`src/rtl/rivn_pkg.sv`:
```
package rivn_pkg;

  // Stream positions
  localparam int unsigned BodyLen = 17;
  localparam logic [4:0] POS_LAST = 5'd17;
  localparam logic [4:0] POS_BODY = 5'd17;
  localparam logic [4:0] POS_SAT = 5'd19;
  localparam logic [13:0] MIN_YEAR = 14'd1900;

  // Configuration register indexes
  localparam logic [1:0] REG_YEAR = 2'd0;
  localparam logic [1:0] REG_MONTH = 2'd1;
  localparam logic [1:0] REG_DAY = 2'd2;

  // Result queue depth
  localparam int unsigned QDepth = 4;
  localparam int unsigned QPtrW = $clog2(QDepth);

  typedef enum logic [2:0] {
    ST_OK = 3'd0,
    ST_BAD_LENGTH = 3'd1,
    ST_BAD_CHAR = 3'd2,
    ST_BAD_CHECK = 3'd3,
    ST_BAD_DATE = 3'd4
  } status_t;

  // One finished ID number, as handed from the front to the back
  typedef struct packed {
    logic        len_bad;
    logic        char_bad;
    logic [7:0]  check_char;
    logic [9:0]  wsum;
    logic [13:0] year;
    logic [6:0]  month;
    logic [6:0]  day;
    logic [6:0]  year_hi;
    logic [6:0]  year_lo;
    logic        sex_odd;
  } rivn_rec_t;

  // Today's date from the configuration registers
  typedef struct packed {
    logic [13:0] year;
    logic [3:0]  month;
    logic [4:0]  day;
  } rivn_date_t;

  // Weight of each body digit
  function automatic logic [3:0] digit_weight(input logic [4:0] pos);
    logic [3:0] w;
    case (pos)
      5'd0: w = 4'd7;
      5'd1: w = 4'd9;
      5'd2: w = 4'd10;
      5'd3: w = 4'd5;
      5'd4: w = 4'd8;
      5'd5: w = 4'd4;
      5'd6: w = 4'd2;
      5'd7: w = 4'd1;
      5'd8: w = 4'd6;
      5'd9: w = 4'd3;
      5'd10: w = 4'd7;
      5'd11: w = 4'd9;
      5'd12: w = 4'd10;
      5'd13: w = 4'd5;
      5'd14: w = 4'd8;
      5'd15: w = 4'd4;
      5'd16: w = 4'd2;
      default: w = 4'd0;
    endcase
    return w;
  endfunction

  // Expected check character for a residue mod 11
  function automatic logic [7:0] check_symbol(input logic [3:0] res);
    logic [7:0] s;
    case (res)
      4'd0: s = "1";
      4'd1: s = "0";
      4'd2: s = "X";
      4'd3: s = "9";
      4'd4: s = "8";
      4'd5: s = "7";
      4'd6: s = "6";
      4'd7: s = "5";
      4'd8: s = "4";
      4'd9: s = "3";
      4'd10: s = "2";
      default: s = 8'd0;
    endcase
    return s;
  endfunction

endpackage

```
`src/rtl/rivn_front.sv`:
```
module rivn_front (
  input  logic                clk,
  input  logic                rst,
  input  logic                s_tvalid,
  output logic                s_tready,
  input  logic [7:0]          s_tdata,  // [7:0] char_code
  input  logic                s_tlast,  // last_char
  input  logic                q_full,
  output logic                q_push,
  output rivn_pkg::rivn_rec_t q_wdata
);
  import rivn_pkg::*;

  logic [4:0]  position;
  logic        chars_ok;
  logic [9:0]  wsum;
  logic [13:0] year_acc;
  logic [6:0]  year_hi;
  logic [6:0]  year_lo;
  logic [6:0]  month_acc;
  logic [6:0]  day_acc;
  logic        sex_odd;

  logic        xfer;
  logic        digit;
  logic [3:0]  dval;
  logic        take;
  logic        chars_ok_next;
  logic [9:0]  wsum_next;
  logic [13:0] year_next;
  logic [6:0]  year_hi_next;
  logic [6:0]  year_lo_next;
  logic [6:0]  month_next;
  logic [6:0]  day_next;
  logic        sex_next;
  logic [7:0]  wprod;

  assign s_tready = !q_full;
  assign xfer = s_tvalid && s_tready;

  // Classify the byte
  assign digit = (s_tdata >= "0") && (s_tdata <= "9");
  assign dval = digit ? 4'(s_tdata - "0") : 4'd0;
  assign take = (position < POS_BODY) && digit;
  assign wprod = {4'd0, dval} * {4'd0, digit_weight(position)};

  // Updated stream fields including this byte
  always_comb begin
    chars_ok_next = chars_ok;
    wsum_next = wsum;
    year_next = year_acc;
    year_hi_next = year_hi;
    year_lo_next = year_lo;
    month_next = month_acc;
    day_next = day_acc;
    sex_next = sex_odd;
    if ((position < POS_BODY) && !digit) begin
      chars_ok_next = 1'b0;
    end
    if (take) begin
      wsum_next = wsum + {2'd0, wprod};
      case (position)
        5'd6, 5'd7: begin
          year_next = 14'({year_acc, 3'd0} + {year_acc, 1'b0} + {10'd0, dval});
          year_hi_next = 7'({year_hi, 3'd0} + {year_hi, 1'b0} + {3'd0, dval});
        end
        5'd8, 5'd9: begin
          year_next = 14'({year_acc, 3'd0} + {year_acc, 1'b0} + {10'd0, dval});
          year_lo_next = 7'({year_lo, 3'd0} + {year_lo, 1'b0} + {3'd0, dval});
        end
        5'd10, 5'd11: month_next = 7'({month_acc, 3'd0} + {month_acc, 1'b0} + {3'd0, dval});
        5'd12, 5'd13: day_next = 7'({day_acc, 3'd0} + {day_acc, 1'b0} + {3'd0, dval});
        5'd16: sex_next = dval[0];
        default: ;
      endcase
    end
  end

  // Build the record for the final byte
  always_comb begin
    q_push = xfer && s_tlast;
    q_wdata.len_bad = (position != POS_LAST);
    q_wdata.char_bad = !chars_ok_next ||
                       !(digit || (s_tdata == "X") || (s_tdata == "x"));
    q_wdata.check_char = (s_tdata == "x") ? 8'("X") : s_tdata;
    q_wdata.wsum = wsum_next;
    q_wdata.year = year_next;
    q_wdata.month = month_next;
    q_wdata.day = day_next;
    q_wdata.year_hi = year_hi_next;
    q_wdata.year_lo = year_lo_next;
    q_wdata.sex_odd = sex_next;
  end

  // Advance the stream state; clear it after the final byte
  always_ff @(posedge clk) begin
    if (rst || (xfer && s_tlast)) begin
      position <= 5'd0;
      chars_ok <= 1'b1;
      wsum <= 10'd0;
      year_acc <= 14'd0;
      year_hi <= 7'd0;
      year_lo <= 7'd0;
      month_acc <= 7'd0;
      day_acc <= 7'd0;
      sex_odd <= 1'b0;
    end else if (xfer) begin
      if (position < POS_SAT) begin
        position <= position + 5'd1;
      end
      chars_ok <= chars_ok_next;
      wsum <= wsum_next;
      year_acc <= year_next;
      year_hi <= year_hi_next;
      year_lo <= year_lo_next;
      month_acc <= month_next;
      day_acc <= day_next;
      sex_odd <= sex_next;
    end
  end

endmodule

```
`src/rtl/rivn_queue.sv`:
```
module rivn_queue (
  input  logic                clk,
  input  logic                rst,
  input  logic                push,
  input  rivn_pkg::rivn_rec_t wdata,
  output logic                full,
  input  logic                pop,
  output rivn_pkg::rivn_rec_t rdata,
  output logic                empty
);
  import rivn_pkg::*;

  rivn_rec_t           mem [QDepth];
  logic [QPtrW-1:0]    wptr;
  logic [QPtrW-1:0]    rptr;
  logic [QPtrW:0]      count;
  logic                do_push;
  logic                do_pop;

  assign full = (count == (QPtrW+1)'(QDepth));
  assign empty = (count == '0);
  assign do_push = push && !full;
  assign do_pop = pop && !empty;
  assign rdata = mem[rptr];

  // Store records
  always_ff @(posedge clk) begin
    if (do_push) begin
      mem[wptr] <= wdata;
    end
  end

  // Track pointers and fill level
  always_ff @(posedge clk) begin
    if (rst) begin
      wptr <= '0;
      rptr <= '0;
      count <= '0;
    end else begin
      if (do_push) begin
        wptr <= wptr + 1'b1;
      end
      if (do_pop) begin
        rptr <= rptr + 1'b1;
      end
      if (do_push && !do_pop) begin
        count <= count + 1'b1;
      end else if (do_pop && !do_push) begin
        count <= count - 1'b1;
      end
    end
  end

endmodule

```
`src/rtl/rivn_back.sv`:
```
module rivn_back (
  input  logic                 clk,
  input  logic                 rst,
  input  rivn_pkg::rivn_date_t today,
  input  logic                 q_empty,
  input  rivn_pkg::rivn_rec_t  q_rdata,
  output logic                 q_pop,
  output logic                 m_tvalid,
  input  logic                 m_tready,
  // [2:0] status, [3] id_valid, [17:4] birth_year, [24:18] birth_month,
  // [31:25] birth_day, [45:32] age_years, [46] is_male, [47] zero
  output logic [47:0]          m_tdata
);
  import rivn_pkg::*;

  status_t     status;
  logic        valid;
  logic [17:0] qprod;
  logic [6:0]  quot;
  logic [9:0]  rem_wide;
  logic [4:0]  rem_raw;
  logic [3:0]  residue;
  logic        leap;
  logic [4:0]  mdays;
  logic        date_bad;
  logic        dec;
  logic [15:0] age_diff;
  logic [13:0] age;
  logic        hide_birth;
  logic [47:0] result;

  function automatic logic [4:0] month_days(input logic lp, input logic [6:0] m);
    logic [4:0] n;
    case (m)
      7'd1, 7'd3, 7'd5, 7'd7, 7'd8, 7'd10, 7'd12: n = 5'd31;
      7'd4, 7'd6, 7'd9, 7'd11: n = 5'd30;
      7'd2: n = lp ? 5'd29 : 5'd28;
      default: n = 5'd0;
    endcase
    return n;
  endfunction

  assign q_pop = !q_empty && (!m_tvalid || m_tready);

  // Residue mod 11 by reciprocal, one correction step
  assign qprod = {8'd0, q_rdata.wsum} * 18'd186;
  assign quot = qprod[17:11];
  assign rem_wide = q_rdata.wsum - ({3'd0, quot} + {2'd0, quot, 1'b0} + {quot, 3'd0});
  assign rem_raw = rem_wide[4:0];
  assign residue = (rem_raw >= 5'd11) ? 4'(rem_raw - 5'd11) : rem_raw[3:0];

  // Date range and leap year from the two year halves
  assign leap = ((q_rdata.year_lo[1:0] == 2'd0) && (q_rdata.year_lo != 7'd0)) ||
                ((q_rdata.year_lo == 7'd0) && (q_rdata.year_hi[1:0] == 2'd0));
  assign mdays = month_days(leap, q_rdata.month);
  assign date_bad = (q_rdata.year < MIN_YEAR) || (q_rdata.year > today.year) ||
                    (q_rdata.month < 7'd1) || (q_rdata.month > 7'd12) ||
                    (q_rdata.day < 7'd1) || (q_rdata.day > {2'd0, mdays});

  // Pick status by priority
  always_comb begin
    if (q_rdata.len_bad) begin
      status = ST_BAD_LENGTH;
    end else if (q_rdata.char_bad) begin
      status = ST_BAD_CHAR;
    end else if (check_symbol(residue) != q_rdata.check_char) begin
      status = ST_BAD_CHECK;
    end else if (date_bad) begin
      status = ST_BAD_DATE;
    end else begin
      status = ST_OK;
    end
  end
  assign valid = (status == ST_OK);

  // Completed years, saturated
  assign dec = ({3'd0, today.month} < q_rdata.month) ||
               (({3'd0, today.month} == q_rdata.month) && ({2'd0, today.day} < q_rdata.day));
  assign age_diff = {2'd0, today.year} - {2'd0, q_rdata.year} - {15'd0, dec};
  always_comb begin
    if (!valid) begin
      age = 14'd0;
    end else if (!age_diff[15] && (age_diff > 16'd8191)) begin
      age = 14'd8191;
    end else begin
      age = age_diff[13:0];
    end
  end

  assign hide_birth = (status == ST_BAD_LENGTH) || (status == ST_BAD_CHAR);
  assign result = {1'b0,
                   valid && q_rdata.sex_odd,
                   age,
                   hide_birth ? 7'd0 : q_rdata.day,
                   hide_birth ? 7'd0 : q_rdata.month,
                   hide_birth ? 14'd0 : q_rdata.year,
                   valid,
                   status};

  // Output register
  always_ff @(posedge clk) begin
    if (rst) begin
      m_tvalid <= 1'b0;
    end else if (q_pop) begin
      m_tvalid <= 1'b1;
    end else if (m_tready) begin
      m_tvalid <= 1'b0;
    end
    if (q_pop) begin
      m_tdata <= result;
    end
  end

`ifndef SYNTH
  a_valid_matches_status: assert property (@(posedge clk) disable iff (rst)
    m_tvalid |-> (m_tdata[3] == (m_tdata[2:0] == ST_OK)))
    else $error("id_valid disagrees with status");
  a_fields_zero_unless_ok: assert property (@(posedge clk) disable iff (rst)
    (m_tvalid && !m_tdata[3]) |-> ((m_tdata[45:32] == 14'd0) && !m_tdata[46]))
    else $error("age or sex set on a rejected ID");
  a_birth_hidden: assert property (@(posedge clk) disable iff (rst)
    (m_tvalid && ((m_tdata[2:0] == ST_BAD_LENGTH) || (m_tdata[2:0] == ST_BAD_CHAR)))
      |-> (m_tdata[31:4] == 28'd0))
    else $error("birth fields shown on bad length or character");
  a_queue_drains: assert property (@(posedge clk) disable iff (rst)
    (!q_empty && !m_tvalid) |=> m_tvalid)
    else $error("queued record not moved to the output");
`endif

endmodule

```
`src/rtl/resident_id_number_validator.sv`:
```
// A result passes through the queue and the output register before it is valid on m_tdata.
// Throughput: one byte per cycle while the queue is not full; one result per ID
// number. A four-entry queue lets the front keep taking bytes while results wait
// at the output register.
// Reset: synchronous, active high; clears stream state, queue and output valid,
// and sets the date registers to 2025-01-01.
module resident_id_number_validator (
  input  logic        clk,
  input  logic        rst,
  input  logic        s_tvalid,
  output logic        s_tready,
  input  logic [7:0]  s_tdata,   // [7:0] char_code
  input  logic        s_tlast,   // last_char
  output logic        m_tvalid,
  input  logic        m_tready,
  // [2:0] status, [3] id_valid, [17:4] birth_year, [24:18] birth_month,
  // [31:25] birth_day, [45:32] age_years, [46] is_male, [47] zero
  output logic [47:0] m_tdata,
  input  logic        psel,
  input  logic        penable,
  input  logic        pwrite,
  input  logic [3:0]  paddr,
  input  logic [31:0] pwdata,
  output logic [31:0] prdata,
  output logic        pready
);
  import rivn_pkg::*;

  rivn_date_t today;
  rivn_rec_t  q_wdata;
  rivn_rec_t  q_rdata;
  logic       q_push;
  logic       q_pop;
  logic       q_full;
  logic       q_empty;
  logic       cfg_wr;

  assign pready = 1'b1;
  assign cfg_wr = psel && penable && pwrite;

  // Date registers
  always_ff @(posedge clk) begin
    if (rst) begin
      today.year <= 14'd2025;
      today.month <= 4'd1;
      today.day <= 5'd1;
    end else if (cfg_wr) begin
      unique case (paddr[3:2])
        REG_YEAR: today.year <= pwdata[13:0];
        REG_MONTH: today.month <= pwdata[3:0];
        REG_DAY: today.day <= pwdata[4:0];
        default: ;
      endcase
    end
  end

  // Register readback
  always_comb begin
    unique case (paddr[3:2])
      REG_YEAR: prdata = {18'd0, today.year};
      REG_MONTH: prdata = {28'd0, today.month};
      REG_DAY: prdata = {27'd0, today.day};
      default: prdata = 32'd0;
    endcase
  end

  rivn_front u_front (
    .clk      (clk),
    .rst      (rst),
    .s_tvalid (s_tvalid),
    .s_tready (s_tready),
    .s_tdata  (s_tdata),
    .s_tlast  (s_tlast),
    .q_full   (q_full),
    .q_push   (q_push),
    .q_wdata  (q_wdata)
  );

  rivn_queue u_queue (
    .clk   (clk),
    .rst   (rst),
    .push  (q_push),
    .wdata (q_wdata),
    .full  (q_full),
    .pop   (q_pop),
    .rdata (q_rdata),
    .empty (q_empty)
  );

  rivn_back u_back (
    .clk      (clk),
    .rst      (rst),
    .today    (today),
    .q_empty  (q_empty),
    .q_rdata  (q_rdata),
    .q_pop    (q_pop),
    .m_tvalid (m_tvalid),
    .m_tready (m_tready),
    .m_tdata  (m_tdata)
  );

endmodule

```
`config.mk`:
```
export PLATFORM = sky130hd
export DESIGN_NAME = resident_id_number_validator
export DESIGN_NICKNAME = d
export VERILOG_FILES = /design/src/rtl/rivn_pkg.sv /design/src/rtl/rivn_front.sv /design/src/rtl/rivn_queue.sv /design/src/rtl/rivn_back.sv /design/src/rtl/resident_id_number_validator.sv
export SDC_FILE = /design/constraint.sdc
export NUM_CORES = 1
export LEC_CHECK = 0
export ABC_AREA = 0
export BUFFER_PORTS_ARGS = -buffer_cell sky130_fd_sc_hd__buf_2
export CAP_MARGIN = 20
export CORE_AREA = 2 2 206 228
export CTS_CLUSTER_DIAMETER = 150
export DETAILED_ROUTE_END_ITERATION = 8
export DIE_AREA = 0 0 208 230
export SLEW_MARGIN = 20
export SYNTH_ARGS = -nofsm -noshare
export SYNTH_HDL_FRONTEND = slang
export SYNTH_SLANG_ARGS = --single-unit
```
`constraint.sdc`:
```
create_clock -name clk -period 13.5 [get_ports clk]
set_clock_uncertainty 0.05 [all_clocks]
set_input_delay 0.675 -clock clk [delete_from_list [all_inputs] [get_ports clk]]
set_output_delay 0.675 -clock clk [all_outputs]
set_load 0.05 [all_outputs]
```
### Word-level counts from Yosys, hierarchy flattened

Memories as Yosys holds them, arrays and structs flattened. A register that Yosys moved wholly into a read port is not among the register bits.
Cells that the tools add are included.

* input bits: 52
* bits in read-only memories: 240
* register bits: 137
* memory bits (writable): 252
* memories kept: 3

* reductions and logical operators: 60
* equal/unequal tests: 31
* bitwise gates (word level): 1
* $lt $le $gt $ge: 14
* add/subtract/negate cells: 23
* multiply operators: 2
* mux-type cells: 37

Memory list
* u_queue.mem: words 4, bits a word 63, rd ports 1, clocked after Yosys merged registers in 1, wr ports 1, RTL line rivn_queue.sv:13 `rivn_rec_t mem [QDepth];`
* (name not given): words 32, bits a word 4, rd ports 1, clocked after Yosys merged registers in 1, wr ports 0, RTL line rivn_pkg.sv:51 `case (pos)`
* (name not given): words 16, bits a word 7, rd ports 1, clocked after Yosys merged registers in 0, wr ports 0, RTL line rivn_pkg.sv:77 `case (res)`

Operators by type and width (count)
* 2-to-1 mux 7 bit: 8
* one-hot mux 14 bit (3 select lines): 1
* equality test 7 x 4 -> 1 bit (second input constant): 5
* equality test 5 x 4 -> 1 bit (second input constant): 6
* adder 7 x 4 -> 7 bit: 4
* adder 7 bit: 4
* equality test 7 x 3 -> 1 bit (second input constant): 4
* 2-to-1 mux 14 bit: 2
* 2-to-1 mux 8 bit: 3
* 2-to-1 mux 3 bit: 6
* logical AND 1 bit: 17
* equality test 8 x 7 -> 1 bit (second input constant): 2
* > comparator 16 x 13 -> 1 bit (second input constant): 1
* subtractor 16 x 1 -> 16 bit: 1
* multiplier 10 x 7 -> 15 bit (second input constant): 1
* one-hot mux 5 bit (3 select lines): 1
* subtractor 14 x 14 -> 15 bit: 1
* adder 14 bit: 1
* adder 14 x 4 -> 14 bit: 1
* equality test 7 x 2 -> 1 bit (second input constant): 2
* > comparator 14 bit: 1
* less-than comparator 14 x 11 -> 1 bit (second input constant): 1
* less-than comparator 7 x 1 -> 1 bit (second input constant): 2
* logical OR 1 bit: 13
* other kinds (46): 80

### Logic depth before layout (Yosys ltp)

Gate-level depths: netlist (run 1).
An unclocked memory read counts as a cell.

* depth in word-level cells: 16
* gate-level depth with buffers: 42

### Hierarchy

A second synthesis (run 1) with hierarchy kept.

* cells, all modules: 1787
* area, all modules: 21973.6 µm²

Modules (own cells, without submodules)
* rivn_queue: area an instance 9630.5 µm², instances 1, cells an instance 377
* rivn_front: area an instance 5763.0 µm², instances 1, cells an instance 707
* rivn_back: area an instance 5300.1 µm², instances 1, cells an instance 559
* resident_id_number_validator: area an instance 1280.0 µm², instances 1, cells an instance 144

### Worst setup path after synthesis (run 1)

OpenSTA, ideal clock, no wires.

* path kind: reg2reg
* start: register with a tool-made name
* end: register u_back.m_tdata[42], data pin
* path slack: 1.902 ns
* data required time: 13.310 ns
* arrival time: 11.407 ns
* library setup time: 0.140 ns
* path buffers: 8
* cell stages (with the launch flop): 39
* path through: dfxtp_1 buf_6 buf_1 buf_2 clkbuf_1 buf_1 mux4_2 ha_1 fa_1 fa_1 inv_1 fa_1 inv_1 ha_1 or4_1 o22a_1 buf_2 a21o_1 [... 3 more ...] fa_1 inv_1 ha_1 nor2_1 or4b_1 o2111a_2 a32oi_1 mux2_2 ha_1 inv_1 o211a_1 a2111oi_1 or4_1 a211o_1 or4b_1 buf_2 buf_6 a21oi_2

RTL lines
* end signal: assignment: RTL line rivn_back.sv:110 `m_tdata <= result;`
* end: declaration: RTL line rivn_back.sv:12 `output logic [47:0] m_tdata`

==> reports/qor_table.md, run 1 <==
| Metric | Value | Unit |
| --- | --- | --- |
| Cell area after synthesis | 20200 | µm² |
| Worst Hold Class | primary input to flip-flop | - |
| Die height | 230 | µm |
| Main combinational cell family by area after synthesis | adder cells | - |
| Final hold slack | 300 | ps |
| Synth Flop Type | edfxtp_1 | - |
| Number of cells after detailed placement | 2326 | - |
| Number of cells upsized or downsized after cts | 0 | - |
| Library cell occupying the most area in the post-synthesis netlist | edfxtp_1 | - |
| Number of placement rows | 82 | - |
| Post-Synth XOR/XNOR Area | 3.65 | % |
| Clock period minus worst slack | 11040 | ps |
| Number of search-and-repair iterations in the first detailed-routing pass | 5 | - |
| GRT Resource Usage Total | 17.7 | % |
| Highest fanout seen on the critical path | 38 | - |
| Number of sinks handled by clock tree synthesis | 370 | - |
| Worst-skew pair later-pin latency | 530 | ps |
| Area of the core | 45300 | µm² |
| Hold violation count in the final report | 0 | - |
| Number of synthesized flops with an enable pin | 279 | - |
| Number of buffers created by CTS | 39 | - |
| Unrepaired setup endpoints after global routing | false | - |
| Number of buffers added on ports | 94 | - |
| Post-route insts no fill | 2397 | - |
| Final sum of negative setup slack | 0 | ps |
| Cell with the most instances on the worst path | ha_1 | - |
| Fraction of registers with async set or reset after synthesis | 0 | % |
| Final layout net count | 2031 | - |
| Required time at the endpoint of the critical path | 13820 | ps |
| Number of antenna violations at the first check in global routing | 0 | - |
| Leading post-synthesis cells by cell area | edfxtp_1 41%, ha_1 9.8%, dfxtp_1 9.0%, mux4_2 5.5%, fa_1 4.1% | - |
| Number of hold-repair buffers added at the cts stage | 0 | - |
| TritonCTS clock tree | yes | - |
| Initial drt markers | 641 | - |
| Yosys synthesis warning count | 0 | - |
| Endpoint type of the worst setup path | flip-flop | - |
| Setup Fix Bufs, Post-CTS | 0 | - |
| Post-synthesis area per instance | 11.9 | µm² |
| Cell area after placement | 21200 | µm² |
| Largest net degree at the start of global routing | 61 | - |
| # DRC | 0 | - |
| Share of Yosys cell area claimed by the top area cell type | 41.4 | % |
| Clock slew at reported path FFs | 60 | ps |
| Path type of the worst setup path | flip-flop to flip-flop | - |
| Post-synth cell types | 82 | - |
| CTS root buf | clkbuf_16 | - |
| Share of the cycle needed by the critical path after routing | 81.7 | % |
| Vias per inst | 5.33 | - |
| Area share of fa/ha/maj cells after synthesis | 13.9 | % |
| Final HPWL from detailed placement | 29300 | µm |
| Fill cell instance count of the final layout | 3949 | - |
| Register area share after synthesis | 50.4 | % |
| Post-detailed-routing wire length | 42100 | µm |
| Ratio of cells with drive above 1 in the final layout | 15.2 | % |
| Number of H-tree levels | 2 | - |
| Die Span X | 208 | µm |
| Maximum clock frequency | 90.6 | MHz |
| Critical Path Source Type | flip-flop | - |
| CTS Buffer Depth | 3 | - |
| Maximum cell stage delay along the critical path | 910 | ps |
| First-pass GRT wire length | 68000 | µm |
| Vias in the first global route | 12800 | - |
| ANT cells | 0 | - |
| Post-synthesis to final-layout area growth | 11.5 | % |
| Count of max-cap constraint violations | 0 | - |
| Initial standard-cell utilization of the core | 44.7 | % |
| Final design instance area without fill | 22600 | µm² |
| Tightest slew margin relative to the limit | 28.9 | % |
| Via count | 12800 | - |
| Remaining global-route overflow | 0 | - |
| Top-level I/O count | 135 | - |
| Share of cell area taken by muxes after synthesis | 7.88 | % |
| Number of nets still failing antenna checks after routing | 0 | - |
| Run status | finished, final reports clean | - |
| Flip-flop and latch count after synthesis | 370 | - |
| Average wire per standard cell | 17.6 | µm |
| Compound-gate portion of the synthesized area | 8.61 | % |
| Arrival @ worst endpoint | 11350 | ps |
| Synthesized instance count | 1701 | - |
| Fin. max-slew vios | 0 | - |
| Endpoints failing setup | 0 | - |
| Die Footprint | 47800 | µm² |
| Global placement routability congestion | 0.831 | - |
| Synth Area in Simple Gates | 10.8 | % |
| Cell with the largest stage delay on the worst path | or4b_1 | - |
| Actual transition at the worst max-transition pin | 1040 | ps |
[cell type report]
cell class | count | area [µm²] | share of cell area (%)
clock inverter | 26 | 337 | 1.49
clock buffer | 45 | 1010 | 4.47
timing repair buffer | 105 | 553 | 2.45
inverter | 143 | 537 | 2.38
tap | 588 | 736 | 3.26
multi-input combinational | 1120 | 9200 | 40.8
sequential | 370 | 10200 | 45.2
[synthesized netlist by cell type, drive strengths merged, types with 8 or more instances]
cell type and number:
and2 27, fa 41, o21ai 50, o21a 15, nor4 8, or3 8, dfxtp 91, a21oi 91
buf 41, nor3 69, xnor2 51, mux2 25, nand3 24, a211oi 16, xor2 28, nor2b 14
and3 16, ha 159, o21bai 9, nor2 140, inv 143, clkbuf 45, a21o 17, edfxtp 279
mux4 49, mux2i 21, nand2 120
[state kept, by name, indices dropped and copies added (netlist names), named ones only]
signal and flops:
today 23, u_back.m_tdata 47, u_back.m_tvalid 1, u_front.chars_ok 1, u_front.day_acc 7, u_front.month_acc 7
u_front.position 5, u_front.sex_odd 1, u_front.wsum 10, u_front.year_acc 14, u_front.year_hi 2, u_front.year_lo 7
u_queue.count 3, u_queue.mem 232, u_queue.rptr 2, u_queue.wptr 2
[cells in the final DEF (no fill, tap or decap), drive strengths merged, types with 16 or more instances in the layout]
cell type,n
a211oi,16
a21o,17
a21oi,91
and2,27
and3,16
buf,105
clkbuf,45
conb,20
dfxtp,91
edfxtp,279
fa,41
ha,159
inv,145
mux2,25
mux2i,21
mux4,49
nand2,120
nand3,24
nor2,140
nor3,69
o21ai,50
xnor2,51
xor2,28
[worst max-delay path, delay by kind of cell (launching register included)]
| kind | cells | cell delay [ps] |
|---|---|---|
| adders and majority gates | 9 | 3620 |
| and+or+nand+nor | 6 | 2690 |
| DFF | 1 | 560 |
| AOI/OAI and AO/OA | 7 | 1950 |
| muxes | 2 | 1110 |
| buffers and inverters | 5 | 840 |
[stage by stage]
stage          utilization (%)  setup slack, ps
2_1_floorplan                -             1900
3_3_place_gp              46.8             2530
3_5_place_dp              46.8             2350
4_1_cts                   49.8             2360
5_1_grt                   49.8             1780
6_report                  49.8             2460
[metal layers]
layer / part of all wire (%) / wire length, µm / global-route usage, %
met5: 0 / 0 / 0
met4: 2.6 / 1070 / 5.36
met3: 3.7 / 1570 / 2.58
met2: 47 / 19700 / 29.7
met1: 47 / 19700 / 23.9
[cells by family (layout without fill, tap and decap cells)]
family / Yosys count / in the layout
xor gates and xnor gates: 81 / 81
adders and majority gates: 200 / 200
muxes: 95 / 95
other: 2 / 20
DFF: 370 / 370
AOI/OAI and AO/OA: 261 / 261
buffers and inverters: 229 / 319
and+or+nand+nor: 463 / 463
[worst paths after layout]
kind	endpoint	from	slack [ps]	cells after the start
worst max-delay path	u_back.m_tdata[34]	flip-flop	2460	29
worst max register to register	u_back.m_tdata[34]	flip-flop	2460	29
worst min register to register	u_front.chars_ok	u_front.chars_ok	400	1
worst min-delay path	today[17]	pwdata[8]	300	3
Power of run 1 is left out: the tool's default activity adds up to more than one toggle a clock period on the data nets, which glitch-free logic cannot reach.
==> run 2: changes to the inputs <==
Settings changed: ABC_AREA 0 to 1, CORE_AREA 2 2 206 228 to 2 2 207 229, DIE_AREA 0 0 208 230 to 0 0 209 231.
Clock period 13.5 ns to 10.2 ns, I/O delays scaled along.
==> reports/qor_table.md, run 2 <==
| Metric | Value | Unit | Change |
| --- | --- | --- | --- |
| Area of the core | 46200 | µm² | +1.9% |
| Register with the most flip-flops | u_queue.mem | - |  |
| Leading post-synthesis cells by cell area | edfxtp_1 41%, ha_1 9.7%, dfxtp_1 8.9%, nand2_1 6.5%, inv_1 6.1% | - |  |
| Flip-flop and latch area | 10200 | µm² | about the same |
| Maximum cell stage delay along the critical path | 560 | ps | -350 ps |
| Critical Path Source Type | flip-flop | - |  |
| Fraction of registers with async set or reset after synthesis | 0 | % | unchanged |
| Die height | 231 | µm | +0.43% |
| Count of max-cap constraint violations | 0 | - | unchanged |
| Most used standard cell by instance count after synthesis | nand2_1 | - |  |
| Post-synthesis area per instance | 9.45 | µm² | -21% |
| Global placement routability congestion | 0.860 | - | +3.5% |
| CTS root buf | clkbuf_16 | - |  |
| Number of cells after detailed placement | 2807 | - | +21% |
| Number of synthesized flops with an enable pin | 279 | - | unchanged |
| CTS Buffer Depth | 3 | - | unchanged |
| GRT Resource Usage Total | 19.2 | % | +1.5 points |
| Share of the cycle needed by the critical path after routing | 88.9 | % | +7.2 points |
| Library cell occupying the most area in the post-synthesis netlist | edfxtp_1 | - |  |
| Setup Fix Bufs, Post-CTS | 0 | - | unchanged |
| Maximum clock frequency | 110 | MHz | +22% |
| Required time at the endpoint of the critical path | 10560 | ps | -3260 ps |
| Number of cells upsized or downsized after cts | 0 | - | unchanged |
| Flip-flop count of the largest register after layout | 232 | - | unchanged |
| Endpoints failing setup | 0 | - | unchanged |
| Synthesized instance count | 2167 | - | +27% |
| Remaining global-route overflow | 0 | - | unchanged |
| Crit path buffers/inverters | 8 | - | +3 |
| Tightest slew margin relative to the limit | 33.2 | % | +4.4 points |
| Flip-flop and latch count after synthesis | 370 | - | unchanged |
| Share of Yosys cell area claimed by the top area cell type | 40.9 | % | -0.48 points |
| Run status | finished, final reports clean | - |  |
| Initial standard-cell utilization of the core | 44.3 | % | -0.32 points |
| Fill cell instance count of the final layout | 4269 | - | +8.1% |
| Number of H-tree levels | 2 | - | unchanged |
| Die Footprint | 48300 | µm² | +0.92% |
| Path type of the worst setup path | flip-flop to flip-flop | - |  |
| Number of nets still failing antenna checks after routing | 0 | - | unchanged |
| Yosys synthesis warning count | 0 | - | unchanged |
| Arrival @ worst endpoint | 9430 | ps | -1920 ps |
| Worst-skew pair later-pin latency | 560 | ps | +30 ps |
| Clock slew at reported path FFs | 60 | ps | about the same |
| First-pass GRT wire length | 73700 | µm | +8.4% |
| Actual transition at the worst max-transition pin | 998 | ps | -42.5 ps |
| Final layout net count | 2507 | - | +23% |
| Number of buffers added on ports | 94 | - | unchanged |
| Kind of cell adding the most delay to the critical path | adder cells | - |  |
| Top-level I/O count | 135 | - | unchanged |
| Ranking of synthesized cells by instance count | 357 x nand2_1, 331 x inv_1, 279 x edfxtp_1 | - |  |
| Number of sinks handled by clock tree synthesis | 370 | - | unchanged |
| Number of buffers created by CTS | 41 | - | +5.1% |
| Post-detailed-routing wire length | 45600 | µm | +8.4% |
| Cell with the most instances on the worst path | nand2_1 | - |  |
| # DRC | 0 | - | unchanged |
| Ratio of cells with drive above 1 in the final layout | 9.75 | % | -5.5 points |
| Post-route insts no fill | 2886 | - | +20% |
| TritonCTS clock tree | yes | - |  |
| Cell area after placement | 21500 | µm² | +1.5% |
| Register area share after synthesis | 49.8 | % | -0.58 points |
| Clock period minus worst slack | 9070 | ps | -1970 ps |
| Most used cells in the layout excluding fill and tap cells | 355 x nand2_1, 331 x inv_1, 279 x edfxtp_1, 213 x nor2_1, 159 x ha_1 | - |  |
| Fin. max-slew vios | 0 | - | unchanged |
| Number of search-and-repair iterations in the first detailed-routing pass | 5 | - | unchanged |
| Endpoint type of the worst setup path | flip-flop | - |  |
| Worst Hold Class | primary input to flip-flop | - |  |
| Vias per inst | 5.10 | - | -4.3% |
| Cell area after synthesis | 20500 | µm² | +1.2% |
| Final design utilization | 49.5 | % | -0.25 points |
| Vias in the first global route | 14500 | - | +13% |
| Average wire per standard cell | 15.8 | µm | -10% |
| Via count | 14700 | - | +15% |
| Synth Flop Type | edfxtp_1 | - |  |
| Largest net degree at the start of global routing | 83 | - | +36% |
| Final HPWL from detailed placement | 31500 | µm | +7.5% |
| Cell with the largest stage delay on the worst path | o22ai_1 | - |  |
| Highest fanout seen on the critical path | 24 | - | -37% |
| Regs by FF count | u_queue.mem: 232 flops, u_back.m_tdata: 47 flops, today: 23 flops | - |  |
| Unrepaired setup endpoints after global routing | false | - |  |
| Final sum of negative setup slack | 0 | ps | unchanged |
| Die Span X | 209 | µm | +0.48% |
| Initial drt markers | 728 | - | +14% |
| Post-synthesis to final-layout area growth | 11.7 | % |  |
| Final design instance area without fill | 22900 | µm² | +1.4% |
| Post-synth cell types | 60 | - | -27% |
| Hold violation count in the final report | 0 | - | unchanged |
| Commonest non-fill, non-tap cell in the layout | nand2_1 | - |  |
| Number of placement rows | 83 | - | +1.2% |
| Number of antenna violations at the first check in global routing | 5 | - | +5 |
| Combined area of the multi-input logic cells | 8680 | µm² | -5.7% |
| Number of hold-repair buffers added at the cts stage | 0 | - | unchanged |
## run 2: changes by cell type in the layout (fill, tap and decap cells not counted), moves of 59 or more
cell     previous run  this run
o21ai_0            45       153
nand2_1           118       355
nor2_1            138       213
a21oi_1            82       141
inv_1             141       331
## run 2: metal layers
layer	up-vias	wire (µm)	global-route usage [%]
met5	-	21	0
met4	4	1040	6.09
met3	73	2400	2.95
met2	277	22400	34.6
met1	6979	19800	23.7
li1	7390	-	-
## run 2: cell families (layout without fill, tap and decap cells)
kind of cell / Yosys count / after routing / synth area share (%)
flops: 370 / 370 / 49.8
buf+inv: 431 / 534 / 8.42
simple gates: 723 / 723 / 14.8
mux: 1 / 1 / 0.0489
xor+xnor: 51 / 51 / 2.18
compound gates: 389 / 389 / 11.0
fa+ha+maj: 200 / 200 / 13.7
other cells: 2 / 23 / 0.0367
## run 2: final cells by class
class | count | share of cell area [%]
Timing Repair Buffer | 115 | 2.74
Inverter | 343 | 5.63
Tap cell | 595 | 3.25
Antenna cell | 3 | 0.0328
Sequential cell | 370 | 44.6
Clock buffer | 54 | 4.93
Multi-Input combinational cell | 1384 | 37.9
Clock inverter | 22 | 0.929
## run 2: path summary, 6_finish.rpt
| check | start | endpoint | slack, ps | cells past startpoint |
|---|---|---|---|---|
| hold / removal | rst | u_queue.count[0] | 90 | 2 |
| setup reg to reg | flip-flop | u_back.m_tdata[35] | 1130 | 45 |
| hold reg to reg | u_queue.rptr[1] | flip-flop | 420 | 2 |
| setup / recovery | flip-flop | u_back.m_tdata[35] | 1130 | 45 |
## run 2: metrics by stage
stage | worst slack, ps | hold WS (ps)
2_1_floorplan | 1060 | 386
4_1_cts | 1060 | 66.2
5_1_grt | 327 | 85.2
3_3_place_gp | 1160 | 400
3_5_place_dp | 1050 | 405
6_report | 1130 | 89.2
## run 2: worst register-to-register path: cells and delay by family (launching register included)
| family | cells | cell delay [ps] |
|---|---|---|
| AO/OA/AOI/OAI | 6 | 1440 |
| XOR/XNOR | 1 | 260 |
| adder cells (fa/ha/maj) | 9 | 3840 |
| buffers and inverters | 8 | 710 |
| flip-flops | 1 | 440 |
| AND/OR/NAND/NOR | 21 | 2200 |
Power of run 2 is left out for the same reason.
